File: src/hdl/tlf_pkg.sv
`default_nettype none

package tlf_pkg;

  // Line number width in decimal digits
  localparam int NumDigits = 6;
  localparam int DigitsW   = 4 * NumDigits;

  // Places within one output run: digits, tab, caret or dollar, final byte
  localparam int PosTab    = NumDigits;
  localparam int PosPrefix = NumDigits + 1;
  localparam int PosChar   = NumDigits + 2;
  localparam int PosW      = $clog2(NumDigits + 3);

  // Configuration port geometry
  localparam int NumRegs  = 6;
  localparam int CfgAddrW = $clog2(4 * NumRegs);
  localparam int CfgDataW = 32;
  localparam int RegIdxW  = CfgAddrW - 2;

  // Character codes
  localparam logic [7:0] ChTab    = 8'h09;
  localparam logic [7:0] ChNl     = 8'h0A;
  localparam logic [7:0] ChSpace  = 8'h20;
  localparam logic [7:0] ChDollar = 8'h24;
  localparam logic [7:0] ChQmark  = 8'h3F;
  localparam logic [7:0] ChUpperI = 8'h49;
  localparam logic [7:0] ChCaret  = 8'h5E;
  localparam logic [7:0] ChDel    = 8'h7F;
  localparam logic [7:0] ChCtlTop = 8'h20;
  localparam logic [7:0] CtlShift = 8'h40;
  localparam logic [3:0] DigitHi  = 4'h3;

  localparam logic [DigitsW-1:0] BcdOne = DigitsW'(1);
  localparam logic [1:0]         BudgetFull = 2'd2;

  typedef enum logic [RegIdxW-1:0] {
    REG_NUMBER_ALL      = RegIdxW'(0),
    REG_NUMBER_NONBLANK = RegIdxW'(1),
    REG_SQUEEZE_BLANK   = RegIdxW'(2),
    REG_SHOW_ENDS       = RegIdxW'(3),
    REG_SHOW_NONPRINT   = RegIdxW'(4),
    REG_SHOW_TABS       = RegIdxW'(5)
  } tlf_reg_t;

  typedef struct packed {
    logic number_all;
    logic number_nonblank;
    logic squeeze_blank;
    logic show_ends;
    logic show_nonprint;
    logic show_tabs;
  } tlf_cfg_t;

  // Description of the output run one input byte causes
  typedef struct packed {
    logic               shown;
    logic               put_num;
    logic               has_prefix;
    logic [7:0]         prefix_byte;
    logic [7:0]         final_byte;
    logic [DigitsW-1:0] digits;
  } tlf_run_t;

  // Add one to a BCD number, holding at all nines
  function automatic logic [DigitsW-1:0] bcd_increment(input logic [DigitsW-1:0] v);
    logic [DigitsW-1:0] r;
    logic               carry;
    logic               all_nines;
    all_nines = 1'b1;
    r         = v;
    carry     = 1'b1;
    for (int i = 0; i < NumDigits; i++) begin
      if (v[4*i +: 4] != 4'd9) all_nines = 1'b0;
      if (carry) begin
        if (v[4*i +: 4] == 4'd9) begin
          r[4*i +: 4] = 4'd0;
        end else begin
          r[4*i +: 4] = v[4*i +: 4] + 4'd1;
          carry       = 1'b0;
        end
      end
    end
    return all_nines ? v : r;
  endfunction

endpackage

`default_nettype wire

File: src/hdl/tlf_line_ctl.sv
`default_nettype none

module tlf_line_ctl import tlf_pkg::*; (
  input  wire logic       clk,
  input  wire logic       rst_n,
  input  wire tlf_cfg_t   cfg,
  input  wire logic       accept,
  input  wire logic [7:0] data_byte,
  input  wire logic       new_file,
  output tlf_run_t        run
);

  logic [DigitsW-1:0] digits_r, digits_nxt, digits_eff;
  logic               line_start_r, line_start_nxt, line_start_eff;
  logic [1:0]         budget_r, budget_nxt, budget_eff;
  logic               is_nl;
  logic               is_ctl;

  // Decide the run for the offered byte and the next line state
  always_comb begin
    digits_eff     = new_file ? BcdOne : digits_r;
    line_start_eff = new_file | line_start_r;
    budget_eff     = new_file ? BudgetFull : budget_r;
    is_nl          = (data_byte == ChNl);
    is_ctl         = (data_byte < ChCtlTop) && (data_byte != ChTab) && !is_nl;

    // Count down on blank lines while squeezing, refill on anything else
    if (cfg.squeeze_blank && is_nl && line_start_eff) begin
      budget_nxt = (budget_eff != 2'd0) ? budget_eff - 2'd1 : 2'd0;
    end else begin
      budget_nxt = BudgetFull;
    end

    run.shown   = (budget_nxt != 2'd0);
    run.digits  = digits_eff;
    run.put_num = run.shown && line_start_eff &&
                  (cfg.number_nonblank ? !is_nl : cfg.number_all);

    run.has_prefix  = 1'b0;
    run.prefix_byte = ChCaret;
    run.final_byte  = data_byte;
    if (cfg.show_ends && is_nl) begin
      run.has_prefix  = 1'b1;
      run.prefix_byte = ChDollar;
    end else if (cfg.show_nonprint && is_ctl) begin
      run.has_prefix = 1'b1;
      run.final_byte = data_byte + CtlShift;
    end else if (cfg.show_nonprint && data_byte == ChDel) begin
      run.has_prefix = 1'b1;
      run.final_byte = ChQmark;
    end else if (cfg.show_tabs && data_byte == ChTab) begin
      run.has_prefix = 1'b1;
      run.final_byte = ChUpperI;
    end

    digits_nxt     = run.put_num ? bcd_increment(digits_eff) : digits_eff;
    line_start_nxt = is_nl;
  end

  // Commit line state on each accepted byte
  always_ff @(posedge clk) begin
    if (!rst_n) begin
      digits_r     <= BcdOne;
      line_start_r <= 1'b1;
      budget_r     <= BudgetFull;
    end else if (accept) begin
      digits_r     <= digits_nxt;
      line_start_r <= line_start_nxt;
      budget_r     <= budget_nxt;
    end
  end

endmodule

`default_nettype wire

File: src/hdl/text_line_formatter_core.sv
// The first output byte of a request goes through the run register, then the output register.
// Throughput: one output byte per cycle while out_ready holds; a request yields 1 to 9
// bytes, drained from the run register into the output register, and a new request is
// taken as the last byte of the previous run drains. A request that yields nothing leaves the run register free.
// Reset (rst_n, synchronous): all options off, line number 1, at line start.
`default_nettype none

module text_line_formatter_core import tlf_pkg::*; (
  input  wire logic                clk,
  input  wire logic                rst_n,
  input  wire logic                in_valid,
  output logic                     in_ready,
  input  wire logic [7:0]          in_data_byte,
  input  wire logic                in_new_file,
  output logic                     out_valid,
  input  wire logic                out_ready,
  output logic [7:0]               out_out_byte,
  output logic                     out_last_of_run,
  input  wire logic                cfg_psel,
  input  wire logic                cfg_penable,
  input  wire logic                cfg_pwrite,
  input  wire logic [CfgAddrW-1:0] cfg_paddr,
  input  wire logic [CfgDataW-1:0] cfg_pwdata,
  output logic [CfgDataW-1:0]      cfg_prdata,
  output logic                     cfg_pready
);

  tlf_cfg_t          cfg_r;
  tlf_reg_t          reg_idx;
  logic              cfg_write;

  tlf_run_t          run_in;
  tlf_run_t          run_r;
  logic              run_valid_r, run_valid_nxt;
  logic [PosW-1:0]   pos_r, pos_nxt, pos_start;
  logic              accept;
  logic              load_out;
  logic              emit;
  logic              run_done;

  logic              out_valid_r, out_valid_nxt;
  logic [7:0]        out_byte_r;
  logic              out_last_r;
  logic [7:0]        emit_byte;
  logic [7:0]        num_char;
  logic              lead_zero;

  // Configuration registers
  assign reg_idx    = tlf_reg_t'(cfg_paddr[CfgAddrW-1:2]);
  assign cfg_write  = cfg_psel && cfg_penable && cfg_pwrite && cfg_pready;
  assign cfg_pready = 1'b1;

  always_ff @(posedge clk) begin
    if (!rst_n) begin
      cfg_r <= '0;
    end else if (cfg_write) begin
      case (reg_idx)
        REG_NUMBER_ALL:      cfg_r.number_all      <= cfg_pwdata[0];
        REG_NUMBER_NONBLANK: cfg_r.number_nonblank <= cfg_pwdata[0];
        REG_SQUEEZE_BLANK:   cfg_r.squeeze_blank   <= cfg_pwdata[0];
        REG_SHOW_ENDS:       cfg_r.show_ends       <= cfg_pwdata[0];
        REG_SHOW_NONPRINT:   cfg_r.show_nonprint   <= cfg_pwdata[0];
        REG_SHOW_TABS:       cfg_r.show_tabs       <= cfg_pwdata[0];
        default: ;
      endcase
    end
  end

  always_comb begin
    case (reg_idx)
      REG_NUMBER_ALL:      cfg_prdata = CfgDataW'(cfg_r.number_all);
      REG_NUMBER_NONBLANK: cfg_prdata = CfgDataW'(cfg_r.number_nonblank);
      REG_SQUEEZE_BLANK:   cfg_prdata = CfgDataW'(cfg_r.squeeze_blank);
      REG_SHOW_ENDS:       cfg_prdata = CfgDataW'(cfg_r.show_ends);
      REG_SHOW_NONPRINT:   cfg_prdata = CfgDataW'(cfg_r.show_nonprint);
      REG_SHOW_TABS:       cfg_prdata = CfgDataW'(cfg_r.show_tabs);
      default:             cfg_prdata = '0;
    endcase
  end

  // Line state and run decision
  tlf_line_ctl u_line_ctl (
    .clk       (clk),
    .rst_n     (rst_n),
    .cfg       (cfg_r),
    .accept    (accept),
    .data_byte (in_data_byte),
    .new_file  (in_new_file),
    .run       (run_in)
  );

  // Handshake: take a request when the run register is free or drains now
  assign load_out = !out_valid_r || out_ready;
  assign emit     = run_valid_r && load_out;
  assign run_done = emit && (pos_r == PosW'(PosChar));
  assign in_ready = !run_valid_r || run_done;
  assign accept   = in_valid && in_ready;

  // Run register: first place and stepping through the run
  always_comb begin
    if (run_in.put_num) begin
      pos_start = '0;
    end else if (run_in.has_prefix) begin
      pos_start = PosW'(PosPrefix);
    end else begin
      pos_start = PosW'(PosChar);
    end

    run_valid_nxt = run_valid_r;
    pos_nxt       = pos_r;
    if (accept && run_in.shown) begin
      run_valid_nxt = 1'b1;
      pos_nxt       = pos_start;
    end else if (run_done) begin
      run_valid_nxt = 1'b0;
    end else if (emit) begin
      if (pos_r == PosW'(PosTab)) begin
        pos_nxt = run_r.has_prefix ? PosW'(PosPrefix) : PosW'(PosChar);
      end else begin
        pos_nxt = pos_r + PosW'(1);
      end
    end
  end

  always_ff @(posedge clk) begin
    if (!rst_n) begin
      run_valid_r <= 1'b0;
      pos_r       <= '0;
    end else begin
      run_valid_r <= run_valid_nxt;
      pos_r       <= pos_nxt;
    end
  end

  always_ff @(posedge clk) begin
    if (accept && run_in.shown) begin
      run_r <= run_in;
    end
  end

  // Pick the digit or pad space at the current place, most significant first
  always_comb begin
    num_char  = ChSpace;
    lead_zero = 1'b1;
    for (int p = 0; p < NumDigits; p++) begin
      lead_zero = lead_zero && (run_r.digits[4*(NumDigits-1-p) +: 4] == 4'd0);
      if (pos_r == PosW'(p)) begin
        if (lead_zero && p != NumDigits - 1) begin
          num_char = ChSpace;
        end else begin
          num_char = {DigitHi, run_r.digits[4*(NumDigits-1-p) +: 4]};
        end
      end
    end

    if (pos_r == PosW'(PosChar)) begin
      emit_byte = run_r.final_byte;
    end else if (pos_r == PosW'(PosPrefix)) begin
      emit_byte = run_r.prefix_byte;
    end else if (pos_r == PosW'(PosTab)) begin
      emit_byte = ChTab;
    end else begin
      emit_byte = num_char;
    end
  end

  // Output register
  assign out_valid_nxt = load_out ? emit : out_valid_r;

  always_ff @(posedge clk) begin
    if (!rst_n) begin
      out_valid_r <= 1'b0;
    end else begin
      out_valid_r <= out_valid_nxt;
    end
  end

  always_ff @(posedge clk) begin
    if (emit) begin
      out_byte_r <= emit_byte;
      out_last_r <= (pos_r == PosW'(PosChar));
    end
  end

  assign out_valid       = out_valid_r;
  assign out_out_byte    = out_byte_r;
  assign out_last_of_run = out_last_r;

endmodule

`default_nettype wire

File: config.mk
export PLATFORM = sky130hd
export DESIGN_NAME = text_line_formatter_core
export DESIGN_NICKNAME = d
export VERILOG_FILES = /design/src/hdl/tlf_pkg.sv /design/src/hdl/tlf_line_ctl.sv /design/src/hdl/text_line_formatter_core.sv
export SDC_FILE = /design/constraint.sdc
export NUM_CORES = 1
export LEC_CHECK = 0
export ABC_AREA = 1
export BUFFER_PORTS_ARGS = -buffer_cell sky130_fd_sc_hd__clkbuf_2
export CORE_MARGIN = 2
export CORE_UTILIZATION = 39
export CTS_CLUSTER_DIAMETER = 30
export DETAILED_ROUTE_END_ITERATION = 8
export SETUP_SLACK_MARGIN = 0.05
export SLEW_MARGIN = 20
export SYNTH_ARGS = -nofsm -noshare
export SYNTH_HDL_FRONTEND = slang
export SYNTH_HIERARCHICAL = 1
export SYNTH_SLANG_ARGS = --single-unit
File: constraint.sdc
create_clock -name clk -period 3 [get_ports clk]
set_clock_uncertainty 0.1 [all_clocks]
set_input_delay 0.15 -clock clk [delete_from_list [all_inputs] [get_ports clk]]
set_output_delay 0.15 -clock clk [all_outputs]
set_load 0.005 [all_outputs]
# ---- Yosys cells after proc, flatten, opt, wreduce, memory -nomap -nowiden
# Cells that the tools add are included.
dict set report classes {
  n_addsub 9
  n_lt_le_gt_ge 1
  eq_ne 30
  mux 66
  bitwise 1
  reduce_logical 43
}
# cell count
set op_table {}
lappend op_table {{8-bit 2-to-1 mux} 12}
lappend op_table {{24-bit 2-to-1 mux} 3}
lappend op_table {{4-bit 2-to-1 mux} 18}
lappend op_table {{5-bit 2-to-1 mux} 6}
lappend op_table {{4-bit by 1-bit adder with 4-bit output (second input constant)} 7}
lappend op_table {{4-bit equality test (second input constant)} 7}
lappend op_table {{4-bit zero test} 6}
lappend op_table {{4-bit inequality test (second input constant)} 6}
lappend op_table {{1-bit 2-to-1 mux} 22}
lappend op_table {{1-bit logical AND} 20}
lappend op_table {{4-bit by 3-bit equality test with 1-bit output (second input constant)} 4}
lappend op_table {{8-bit by 4-bit equality test with 1-bit output (second input constant)} 2}
lappend op_table {{2-bit AND reduction} 7}
lappend op_table {{8-bit by 7-bit adder with 8-bit output (second input constant)} 1}
lappend op_table {{4-bit by 2-bit equality test with 1-bit output (second input constant)} 2}
lappend op_table {{8-bit by 7-bit equality test with 1-bit output (second input constant)} 1}
lappend op_table {{8-bit by 6-bit less-than comparator with 1-bit output (second input constant)} 1}
lappend op_table {{8-bit by 4-bit inequality test with 1-bit output (second input constant)} 1}
lappend op_table {{2-bit nonzero test} 4}
lappend op_table {{7-bit 2-to-1 mux} 1}
lappend op_table {{3-bit by 2-bit equality test with 1-bit output (second input constant)} 2}
lappend op_table {{3-bit equality test (second input constant)} 2}
lappend op_table {{2-bit 2-to-1 mux} 3}
lappend op_table {{1-bit one-hot mux with 6 select lines} 1}
lappend op_table {{8 further kinds} 11}
dict set report word_totals {
  ff_bits 89
  output_inout_bits 44
  word_cells 168
}

# ---- Logic depth before layout (Yosys ltp)
dict set report logic_depth {
  depth_word 11
  ltp_mapped 14
}

# ---- Hierarchy
# The synthesis kept the hierarchy.
# module n_inst cells_each area_each_um2 seq_area_each_um2
set modules_own_cells {}
lappend modules_own_cells {text_line_formatter_core 1 316 3032.9 1741.7}
lappend modules_own_cells {tlf_line_ctl 1 397 2421.1 540.5}

# ---- Worst setup path before layout
# OpenSTA, ideal clock, no wires.
dict set report synth_timing {
  path_type {register to register}
  startpoint {register pos_r[0]}
  endpoint {register pos_r[1]}
  setup_time_ps 114
  arrival_time_ps 1930
  required_time_ps 2786
  path_slack_ps 856
  stages_incl_launch_ff 10
  path_cell_list {dfxtp_1 > inv_1 > ha_1 > nand3_2 > o21ai_4 > nand3_4 > clkinv_2 > nand3b_1 > nand3_1 > and2b_1}
}
dict set report synth_via {
  elab_chain_cells 7
}
# element line_no
set synth_rtl {}
lappend synth_rtl {{start: declaration} text_line_formatter_core.sv:35} ;# logic [PosW-1:0] pos_r, pos_nxt, pos_start;
lappend synth_rtl {{start signal: assignment} text_line_formatter_core.sv:131} ;# pos_r <= pos_nxt;
lappend synth_rtl {{4-bit equality test (*)} text_line_formatter_core.sv:95} ;# assign run_done = emit && (pos_r == PosW'(PosChar));
lappend synth_rtl {{1-bit logical AND (*)} text_line_formatter_core.sv:95}
lappend synth_rtl {{1-bit logical OR (*)} text_line_formatter_core.sv:96} ;# assign in_ready = !run_valid_r || run_done;
lappend synth_rtl {{named net in_ready} text_line_formatter_core.sv:12} ;# output logic in_ready,
lappend synth_rtl {{1-bit logical AND (*)} text_line_formatter_core.sv:97} ;# assign accept = in_valid && in_ready;
lappend synth_rtl {{1-bit logical AND (*)} text_line_formatter_core.sv:111} ;# if (accept && run_in.shown) begin
lappend synth_rtl {{2-bit by 1-bit inequality test with 1-bit output (no source line) or 2-bit nonzero test (tied branches)} -}
lappend synth_rtl {{2-bit AND reduction (no source line)} -}
# Mark *: on every way through the listed nets, which the timed path passes. The rest lies on a longest branch. The select of a mux whose other input is x is not followed.
# A chain may end at the register's enable or synchronous reset.

==> results.txt <==
unrepaired setup endpoints after global routing = false
Detailed Routing Iterations Pass 1 = 5
Critical Path AT = 2.38 ns
path type of the worst setup path = in -> reg
core box area = 13800 sq um
XOR/XNOR share of the synthesized area = 0.642%
post-DP HPWL = 8520 um
complex-gate fraction of the synthesized area = 11.1%
vias = 4503
Total Wirelength = 11600 um
drt via density = 4.86
Worst setup SP type = primary input
IO buf count = 31
post-synth cell types = 49
multiplexer area fraction after synthesis = 0%
CP max-delay cell = dlygate4sd3_1
Area Growth Syn to Fin = 8.74%
WP buf/inv = 5
Mapped Area = 5450 sq um
chip width = 122 um
H-tree depth = 3
sequential area share after synthesis = 41.8%
met1 wire length = 5460 um
outcome = finished, final reports clean
Synth Warn # = 6
crit end category = register
crit path max fanout = 24
DRT iter0 DRCs = 260
Largest delay share family, worst path = buffers and inverters
met3 wire len = 528 um
initial antenna violation count = 0
average wire per standard cell = 12.5 um
CTS Buf Count = 9
Leak = 2.47 nW
total gr overflow = 0
GR Util All Layers = 15.9%
Post-CTS Setup Inserts = 0
Final Cell Area = 5930 sq um
simple-gate share of the synthesized area = 30.2%
Final ANT Viol Nets = 0
Post-Synth Adder-Cell Area = 1.38%
Primary FF master, synth = edfxtp_1
row count = 43
fraction of registers with async set/reset = 0%
PostCTS Resize Cnt = 0
clk root buf = clkbuf_16
Max Root-Sink Buffers = 2
largest net degree at the start of global routing = 27
Clk Latency, worst-skew pair = 0.35 ns
Final Util = 43.1%
Sink Count = 89
placed standard-cell area = 5590 sq um
Max Clock Freq = 415 MHz
Final Critical Period = 2.41 ns
Tcrit/Tclk final = 80.2%
first-pass GRT wire length = 18700 um
hold crit path type = in -> reg
Avg Cell Area, Syn = 7.65 sq um
slowest cell delay on critical path = 0.53 ns
pwr dens = 496 nW/um^2
CP Data Required Time = 2.97 ns
r2r setup slk = 0.61 ns
maximum VDD drop = 0.254 mV
fraction of layout cells with a size suffix above 1 = 14.6%
Cells after Synth = 713
Ports = 97
Final #Nets = 801
post-synthesis register bit count = 89
Top Metal Used = met4
setup TNS = 0 ns
Final Hold Fails = 0
Initial Util = 39.6%
die height = 122 um
Post-route DRC = 0
max-cap viol count = 0
Worst-path clk slew = 0.07 ns
number of flops mapped to enable cells by yosys = 50
critical path, cell by cell = dlygate4sd3_1 -> clkbuf_2 -> inv_1 -> nand2_1 -> nor3_2 -> nand4_1 -> nand3_4 -> clkinv_2 -> buf_4
Final setup viols = 0
Die Footprint = 14900 sq um
met2 wire length = 5410 um
Slew Limit Fails = 0
antenna fix cells = 0
vias in the first global route = 3924
Post-CTS Hold Fix Bufs = 6
Worst Max-Slew Pin Slew = 0.859 ns
Slew HR = 42.5%
GP Congestion = 0.852
CTS tree = yes
largest family of logic cells by synthesized area = simple AND/OR/NAND/NOR gates
[path summary, 6_finish.rpt]
path                      startpoint                      end  cells after the start
min                    cfg_pwdata[0]                 cfg_r[0]                      3
min reg2reg  u_line_ctl/digits_r[13]  u_line_ctl/digits_r[13]                      2
max reg2reg                 pos_r[0]   u_line_ctl/digits_r[8]                     11
max                  in_data_byte[2]                 run_r[6]                      9
[synthesized netlist by cell type, types with 2 or more instances]
cell	instances	share of area [%]
nand2_1	170	12
inv_1	90	6.2
nor2_1	55	3.8
edfxtp_1	50	28
o21ai_0	45	4.1
nand3_1	43	3.9
a21oi_1	41	3.8
dfxtp_1	39	14
buf_4	38	5.2
nand4_1	13	1.5
nor2_2	12	1.4
o21ai_1	12	1.1
clkbuf_1	11	0.76
nor2_4	9	1.9
inv_2	8	0.55
nand3_2	7	1.3
ha_1	6	1.4
nand2_2	6	0.69
nor4_1	6	0.69
buf_6	5	1.0
nor3_1	5	0.46
conb_1	4	0.28
nand3b_1	3	0.41
nor3_2	3	0.55
a21oi_2	2	0.32
a22o_1	2	0.32
buf_2	2	0.18
nand3_4	2	0.64
o211ai_1	2	0.28
xnor2_1	2	0.32
xor2_1	2	0.32
[power by group]
part	internal (mW)	switching, mW
logic	0.142	0.304
clock network	0.572	0.500
registers	1.38	0.0398
[per-stage QoR]
| step | instances | hold slack, ns | worst slack, ns | total power [mW] |
|---|---|---|---|---|
| after floorplan | 744 | 0.176 | 0.856 | 1.79 |
| after global placement | 905 | 0.259 | 0.637 | 1.88 |
| after detailed placement | 905 | 0.269 | 0.627 | 1.89 |
| after CTS | 927 | 0.0212 | 0.606 | 2.97 |
| after global routing | 927 | 0.0387 | 0.348 | 3.09 |
| final | 927 | 0.0390 | 0.593 | 2.94 |
[layer usage]
| metal | up-vias | GRT usage, % |
|---|---|---|
| li1 | 2316 | - |
| met1 | 2062 | 20.7 |
| met2 | 115 | 26.0 |
| met3 | 10 | 3.21 |
| met4 | 0 | 6.32 |
| met5 | - | 0 |
[flip-flops by register name, indices dropped and copies added (netlist names)]
| register | count |
|---|---|
| run_r | 41 |
| u_line_ctl/digits_r | 24 |
| out_out_byte | 8 |
| cfg_r | 6 |
| pos_r | 4 |
| u_line_ctl/budget_r | 2 |
| out_last_of_run | 1 |
| out_valid | 1 |
| run_valid_r | 1 |
| u_line_ctl/line_start_r | 1 |
[area by class of cell]
type | count | area, sq um
clock buffer | 10 | 229
multi-input combinational | 497 | 2490
fill | 1418 | 7840
clock inverter | 6 | 51.3
sequential | 89 | 2280
timing repair buffer | 44 | 268
inverter | 101 | 383
tap | 180 | 225
[cell usage in the layout, fill, tap and decap left out, types with 9 or more instances in the layout]
| cell type | n |
|---|---|
| nand3_1 | 43 |
| inv_1 | 90 |
| o21ai_0 | 45 |
| nand4_1 | 13 |
| o21ai_1 | 12 |
| dfxtp_1 | 39 |
| edfxtp_1 | 50 |
| conb_1 | 35 |
| nor2_4 | 9 |
| nor2_2 | 12 |
| nor2_1 | 55 |
| clkbuf_16 | 9 |
| clkbuf_2 | 31 |
| nand2_1 | 170 |
| a21oi_1 | 41 |
[cells by family after synthesis]
| family | after synthesis |
|---|---|
| adders and majority gates | 6 |
| AOI/OAI and AO/OA | 111 |
| buffers and inverters | 158 |
| xor gates and xnor gates | 4 |
| other | 4 |
| and+or+nand+nor | 341 |
| DFF | 89 |
[worst register-to-register path, cell delays in order (launching register included)]
cell,delay (ns)
dfxtp_1,0.36
inv_1,0.11
ha_1,0.24
nand3_2,0.20
o21ai_4,0.23
inv_1,0.07
nor2_1,0.26
inv_2,0.21
nor2_4,0.25
nand2_2,0.08
o21ai_1,0.13
nor2_1,0.05
(Power assumes the default switching activity.)
